### config.mk
export PLATFORM = sky130hd
export DESIGN_NAME = utf8_to_bmp_decoder_top
export DESIGN_NICKNAME = d
export VERILOG_FILES = /design/src/hdl/utf8d_pkg.sv /design/src/hdl/utf8d_in_reg.sv /design/src/hdl/utf8d_core.sv /design/src/hdl/utf8d_out_reg.sv /design/src/hdl/utf8_to_bmp_decoder_top.sv
export SDC_FILE = /design/constraint.sdc
export NUM_CORES = 1
export LEC_CHECK = 0
export ABC_AREA = 1
export ABC_CLOCK_PERIOD_IN_PS = 2100
export BUFFER_PORTS_ARGS = -buffer_cell sky130_fd_sc_hd__buf_2
export CAP_MARGIN = 30
export CORE_MARGIN = 1
export CORE_UTILIZATION = 55
export DETAILED_ROUTE_END_ITERATION = 8
export GPL_TIMING_DRIVEN = 0
export PLACE_DENSITY = 0.83
export SYNTH_ARGS = -nofsm -noshare
export SYNTH_HDL_FRONTEND = slang
export SYNTH_SLANG_ARGS = --single-unit
### constraint.sdc
create_clock -name clk -period 2.1 [get_ports clk]
set_input_delay 0.42 -clock clk [delete_from_list [all_inputs] [get_ports clk]]
set_output_delay 0.42 -clock clk [all_outputs]
set_load 0.005 [all_outputs]
### src/hdl/utf8d_pkg.sv
// shared types and constants for the utf-8 to basic-plane decoder
package utf8d_pkg;

  localparam int unsigned ByteW   = 8;
  localparam int unsigned CodeW   = 16;
  localparam int unsigned ReasonW = 3;
  localparam int unsigned PartW   = 10;
  localparam int unsigned PendW   = 2;

  localparam logic [ReasonW-1:0] REASON_NORMAL  = 3'd0;
  localparam logic [ReasonW-1:0] REASON_NUL     = 3'd1;
  localparam logic [ReasonW-1:0] REASON_TRUNC   = 3'd2;
  localparam logic [ReasonW-1:0] REASON_BADCONT = 3'd3;
  localparam logic [ReasonW-1:0] REASON_LEAD    = 3'd4;

  // one accepted input word
  typedef struct packed {
    logic [ByteW-1:0] data_byte;
    logic             end_of_string;
  } in_word_t;

  // one result word
  typedef struct packed {
    logic [CodeW-1:0]   code_unit;
    logic               has_char;
    logic               done_res;
    logic [ReasonW-1:0] stop_reason;
  } res_word_t;

  // decode stage to output register
  typedef struct packed {
    logic      fire;
    logic      emit;
    res_word_t res;
  } core_ctl_t;

endpackage

### src/hdl/utf8d_in_reg.sv
// input register holding one byte word ahead of the decode stage
module utf8d_in_reg
  import utf8d_pkg::*;
(
  input  logic     clk,
  input  logic     rst_n,
  input  logic     in_valid,
  output logic     in_stall,
  input  in_word_t in_word,
  input  logic     take,
  output logic     word_valid,
  output in_word_t word
);

  logic     valid_r;
  logic     valid_nxt;
  in_word_t word_r;

  // can load when empty or when the held word leaves this cycle
  assign in_stall  = valid_r && !take;
  assign valid_nxt = in_stall ? valid_r : in_valid;

  always_ff @(posedge clk) begin
    if (!rst_n) begin
      valid_r <= 1'b0;
    end else begin
      valid_r <= valid_nxt;
    end
  end

  always_ff @(posedge clk) begin
    if (!in_stall && in_valid) begin
      word_r <= in_word;
    end
  end

  assign word_valid = valid_r;
  assign word       = word_r;

endmodule

### src/hdl/utf8d_core.sv
// decode state and the one-byte decode step
module utf8d_core
  import utf8d_pkg::*;
(
  input  logic      clk,
  input  logic      rst_n,
  input  logic      word_valid,
  input  in_word_t  word,
  input  logic      out_free,
  output core_ctl_t ctl
);

  logic [PendW-1:0] pend_r, pend_nxt;
  logic [PartW-1:0] part_r, part_nxt;
  logic             halt_r, halt_nxt;
  logic             emit;
  res_word_t        res;
  logic [ByteW-1:0] b;
  logic             last;

  assign b    = word.data_byte;
  assign last = word.end_of_string;

  always_comb begin
    pend_nxt = pend_r;
    part_nxt = part_r;
    halt_nxt = halt_r;
    emit     = 1'b0;
    res      = '0;
    if (halt_r) begin
      halt_nxt = !last;
    end else if (b == '0) begin
      emit            = 1'b1;
      res.done_res    = 1'b1;
      res.stop_reason = REASON_NUL;
      pend_nxt        = '0;
      part_nxt        = '0;
      halt_nxt        = !last;
    end else if (pend_r == '0) begin
      if (!b[7]) begin
        emit          = 1'b1;
        res.code_unit = {{(CodeW-ByteW){1'b0}}, b};
        res.has_char  = 1'b1;
        res.done_res  = last;
      end else if (b[7:5] == 3'b110 || b[7:4] == 4'b1110) begin
        if (last) begin
          // lead byte as last byte: truncated
          emit            = 1'b1;
          res.done_res    = 1'b1;
          res.stop_reason = REASON_TRUNC;
          pend_nxt        = '0;
          part_nxt        = '0;
        end else if (b[5] == 1'b0) begin
          pend_nxt = 2'd1;
          part_nxt = {5'd0, b[4:0]};
        end else begin
          pend_nxt = 2'd2;
          part_nxt = {6'd0, b[3:0]};
        end
      end else begin
        emit            = 1'b1;
        res.done_res    = 1'b1;
        res.stop_reason = REASON_LEAD;
        pend_nxt        = '0;
        part_nxt        = '0;
        halt_nxt        = !last;
      end
    end else if (b[7:6] != 2'b10) begin
      emit            = 1'b1;
      res.done_res    = 1'b1;
      res.stop_reason = REASON_BADCONT;
      pend_nxt        = '0;
      part_nxt        = '0;
      halt_nxt        = !last;
    end else if (pend_r == 2'd1) begin
      emit          = 1'b1;
      res.code_unit = {part_r, b[5:0]};
      res.has_char  = 1'b1;
      res.done_res  = last;
      pend_nxt      = '0;
      part_nxt      = '0;
    end else if (last) begin
      emit            = 1'b1;
      res.done_res    = 1'b1;
      res.stop_reason = REASON_TRUNC;
      pend_nxt        = '0;
      part_nxt        = '0;
    end else begin
      pend_nxt = pend_r - 2'd1;
      part_nxt = {part_r[PartW-7:0], b[5:0]};
    end
  end

  // words with no result never wait on the output side
  assign ctl.fire = word_valid && (out_free || !emit);
  assign ctl.emit = emit;
  assign ctl.res  = res;

  always_ff @(posedge clk) begin
    if (!rst_n) begin
      pend_r <= '0;
      part_r <= '0;
      halt_r <= 1'b0;
    end else if (ctl.fire) begin
      pend_r <= pend_nxt;
      part_r <= part_nxt;
      halt_r <= halt_nxt;
    end
  end

endmodule

### src/hdl/utf8d_out_reg.sv
// result register on the output channel
module utf8d_out_reg
  import utf8d_pkg::*;
(
  input  logic      clk,
  input  logic      rst_n,
  input  core_ctl_t ctl,
  input  logic      out_stall,
  output logic      out_valid,
  output logic      out_free,
  output res_word_t res
);

  logic      valid_r, valid_nxt;
  res_word_t res_r;
  logic      load;

  assign out_free  = !valid_r || !out_stall;
  assign load      = ctl.fire && ctl.emit;
  assign valid_nxt = load ? 1'b1 : (out_free ? 1'b0 : valid_r);

  always_ff @(posedge clk) begin
    if (!rst_n) begin
      valid_r <= 1'b0;
    end else begin
      valid_r <= valid_nxt;
    end
  end

  always_ff @(posedge clk) begin
    if (load) begin
      res_r <= ctl.res;
    end
  end

  assign out_valid = valid_r;
  assign res       = res_r;

endmodule

### src/hdl/utf8_to_bmp_decoder_top.sv
// top level of the utf-8 to basic-plane decoder
// Decodes a utf-8 string arriving one byte word per cycle into 16-bit code units.
// One-, two- and three-byte sequences are handled; overlong forms and surrogates
// pass unchecked. A byte word is accepted when in_valid is high and in_stall low;
// a result word leaves when out_valid is high and out_stall low. The design is an
// input register, one shallow decode step that updates the sequence state, and a
// result register, so it sustains one byte per cycle while out_stall is low. A byte
// that completes no character produces no result word and never waits on the output
// side. The first fault in a string (nul byte, bad continuation, stray continuation
// or four-byte lead) gives one final word with done_res set and the stop reason;
// later bytes of that string give nothing until end_of_string clears the halt. A
// string cut off mid-sequence ends with a truncated report. All state returns to
// zero after the last byte.
module utf8_to_bmp_decoder_top
  import utf8d_pkg::*;
(
  input  logic               clk,
  input  logic               rst_n,
  input  logic               in_valid,
  output logic               in_stall,
  input  logic [ByteW-1:0]   in_data_byte,
  input  logic               in_end_of_string,
  output logic               out_valid,
  input  logic               out_stall,
  output logic [CodeW-1:0]   out_code_unit,
  output logic               out_has_char,
  output logic               out_done_res,
  output logic [ReasonW-1:0] out_stop_reason
);

  in_word_t  in_word;
  in_word_t  word;
  logic      word_valid;
  logic      out_free;
  core_ctl_t ctl;
  res_word_t res;

  assign in_word.data_byte     = in_data_byte;
  assign in_word.end_of_string = in_end_of_string;

  // input register, freed when the decode step takes its word
  utf8d_in_reg u_in_reg (
    .clk        (clk),
    .rst_n      (rst_n),
    .in_valid   (in_valid),
    .in_stall   (in_stall),
    .in_word    (in_word),
    .take       (ctl.fire),
    .word_valid (word_valid),
    .word       (word)
  );

  // sequence state and decode
  utf8d_core u_core (
    .clk        (clk),
    .rst_n      (rst_n),
    .word_valid (word_valid),
    .word       (word),
    .out_free   (out_free),
    .ctl        (ctl)
  );

  // result register
  utf8d_out_reg u_out_reg (
    .clk       (clk),
    .rst_n     (rst_n),
    .ctl       (ctl),
    .out_stall (out_stall),
    .out_valid (out_valid),
    .out_free  (out_free),
    .res       (res)
  );

  assign out_code_unit   = res.code_unit;
  assign out_has_char    = res.has_char;
  assign out_done_res    = res.done_res;
  assign out_stop_reason = res.stop_reason;

endmodule

==> summary.txt <==
Status
  – Status: complete, no violations

Min path
  – Hold WC Path Type: in -> reg

Worst setup path
  – Most used cell, CP: inv_1
  – CP Cell Sequence: inv_1 > nand2_1 > o21bai_4 > nand2_4 > nand4_1 > inv_1 > buf_2
  – Data required, critical path: between 1.5 and 2 ns
  – Setup crit end kind: primary output
  – CP delay by family, top: flip-flops
  – Crit-path max FO: 5
  – CP bufs+invs: 3
  – Critical path's slowest cell: edfxtp_1
  – Critical Path Start Type: register
  – Largest stage delay, worst path: roughly 0.46 ns
  – R2R setup slack: 0.19 ns
  – Crit path DAT: 1.58 ns
  – CP Class: reg -> out

GRT
  – Vias in the first global route: around 1,400
  – Total track usage: between 10% and 20%
  – First-pass GRT wire length: between 5000 and 6000 um
  – Remaining global-route overflow: 0
  – Antenna violations before repair: 0
  – Pin count of the biggest net entering global routing: 22

Clocking
  – CTS tree: done
  – Sink Count: 45
  – CTS Buf Count: 5
  – Clock Tree Root: clkbuf_8
  – Skew-Pair Late Insertion Delay: roughly 0.3 ns
  – H-tree depth: 2
  – CTS clk-pin slew, worst paths: 0.08 ns
  – Clock buffer depth: 2
  – Setup bufs post-CTS: 0

Logic synthesis
  – Synth Register Bits: 45
  – Top cell type by total area after synthesis: edfxtp_1
  – Most used DFF post-synth: edfxtp_1
  – Synth Area in XOR/XNOR: 0%
  – Post-synth cell types: 24
  – Syn nets: about 240
  – Synth top area cells: edfxtp_1 (44%), dfxtp_1 (15%), nand2_1 (8.5%)
  – Ys Warns: 0
  – Post-synth top area share: between 40% and 50%
  – Post-Syn Area: a little over 2000 um2
  – Syn Area/Cell: approximately 9 um2
  – Synth Area in Simple Gates: 27.1%
  – Top-count cell post-synth: nand2_1
  – Mux cell area share after synthesis: 0%
  – Synth Area in Compound Gates: between 2 and 3%
  – Post-synth EDFFs: 30
  – Post-synth ARST share: 0%
  – Most frequent cells after synthesis: nand2_1 (46), nor2_1 (44), inv_1 (41)
  – Adder-cell area share of the yosys netlist: 1.23%
  – Synth Instances: 226
  – Largest family of logic cells by synthesized area: simple AND/OR/NAND/NOR gates
  – Register area share after synthesis: ~59%

Routing
  – Routed WL: about 3500 um
  – Detailed Routing Iterations Pass 1: 4
  – DRT iter0 DRCs: 59
  – Routed vias: approximately 1,500
  – Wire per inst: ~11 um
  – Residual DRC: 0
  – Antenna viol nets, final: 0
  – DR vias/cell: about 4.8

Power
  – PwrDens: 828 nW/um2
  – Final Power: a little under 2 mW
  – Leakage power total: between 1 and 1.5 nW
  – Worst vdd ir: approximately 0.0006 V

STA
  – Tmin final: 2.00 ns
  – Setup TNS: 0 ns
  – Final hold violations: 0
  – RSZ-0062 raised after global routing: no
  – Final Setup Violations: 0
  – Minimum hold slack: between 0.2 and 0.3 ns
  – Relative slew slack: 70.3%
  – Max Slew Vio Count: 0
  – Slew @ Worst Pin: approximately 0.45 ns
  – Highest clock rate: approximately 0.50 GHz
  – Clock skew: 0.00973 ns
  – Final critical-path share of the clock period: between 90 and 100%

Final layout
  – ANT cells: 0
  – Core Util, Final: between 60% and 70%
  – Nets@finish: between 200 and 300
  – Final Cell Area: around 2400 um2
  – FF/Latch Area: 1200 um2
  – Synthesis-to-finish area growth: 17.8%
  – Multi-input gate area: ~640 um2
  – Fraction of layout instances using a drive strength above 1: between 20% and 30%
  – Fillers: ~260

Die
  – Initial core utilization: around three fifths
  – Die span in x: between 60 and 70 um
  – Die area: 3940 um2
  – Site Rows: 21
  – IO Pins: 36
  – Die Y-Extent: approximately 63 um
  – Placeable Area: about 3400 um2

Placed design
  – Hpwl dp: 2520 um
  – PortBufs: 35
  – Final GP Congestion: 0.866
  – Placed Area: between 2000 and 2500 um2

Run
  – Max cap viols: 0
state kept, by name, indices dropped and copies added, names as in the netlist:
name                 flops
u_out_reg.res           21
u_core.pend_r            2
u_out_reg.out_valid      1
u_in_reg.word            9
u_core.part_r           10
u_core.halt_r            1
u_in_reg.word_valid      1
cell type report:
| type | count | area share (%) |
|---|---|---|
| flip-flops and latches | 45 | 50.1 |
| multi-input cells | 132 | 26.5 |
| repair buffers | 35 | 7.31 |
| inverters | 42 | 6.74 |
| clock buffers | 6 | 3.45 |
| well taps | 46 | 2.40 |
| plain buffers | 7 | 1.62 |
| clock inverters | 2 | 1.51 |
| repair inverters | 1 | 0.313 |
logic make-up after synthesis:
logic type / Yosys count
buffers and inverters: 49
DFF: 45
AOI/OAI and AO/OA: 9
and+or+nand+nor: 121
adders and majority gates: 2
stage by stage:
stage | cells | setup slack (ns)
finish | 316 | 0.0991
global route | 316 | 0.00585
floorplan | 226 | 0.302
CTS | 315 | 0.0706
global placement | 307 | 0.0190
detailed placement | 307 | -0.0213
what timing repair did:
| item | in CTS | in global routing |
|---|---|---|
| endpoints found under the hold margin | 0 | 0 |
| gates cloned | 0 | 1 |
| setup endpoints to repair | 21 | 22 |
| gates resized for setup | 1 | 2 |
| hold buffers | 0 | 0 |
layout by cell type, fill, tap and decap left out:
master / Yosys / routed
dfxtp_1: 15 / 15
nand2_2: 2 / 2
ha_1: 2 / 2
nor2_1: 44 / 44
buf_4: 1 / 1
nand3_4: 2 / 2
inv_4: 0 / 1
clkbuf_8: 0 / 6
buf_2: 1 / 36
bufinv_16: 0 / 1
inv_2: 1 / 2
edfxtp_1: 30 / 30
nand4_1: 13 / 13
o21ai_0: 3 / 3
a21oi_1: 4 / 4
buf_6: 1 / 1
nor2_2: 1 / 1
buf_1: 1 / 1
nand2_4: 1 / 1
clkinvlp_4: 0 / 2
nor2_4: 1 / 1
nand3_1: 9 / 9
nor3_1: 2 / 2
inv_1: 41 / 39
clkbuf_1: 3 / 3
o21bai_4: 1 / 1
nand2_1: 46 / 46
o22ai_1: 1 / 1
power by group:
part           total, mW  internal [mW]  switching [mW]
Sequential          1.04           1.01          0.0284
Combinational      0.272         0.0998           0.172
Clock              0.670          0.388           0.282
per-layer routing:
metal	vias to the layer above	track usage (%)	share of wire, %	wire length, um
met4	0	9.88	2.7	95
li1	802	-	-	-
met1	648	23.5	44	1540
met5	-	0	0	0
met2	54	31.7	48	1660
met3	9	5.47	5.0	175
path summary, 6_finish.rpt:
check,startpoint,to,depth (start not counted)
max reg2reg,u_in_reg.word[0],u_out_reg.res[2],6
max,u_in_reg.word[0],in_stall,7
min,in_data_byte[7],u_in_reg.word[8],1
min reg2reg,u_core.part_r[5],u_core.part_r[5],4
(Power assumes the default switching activity.)
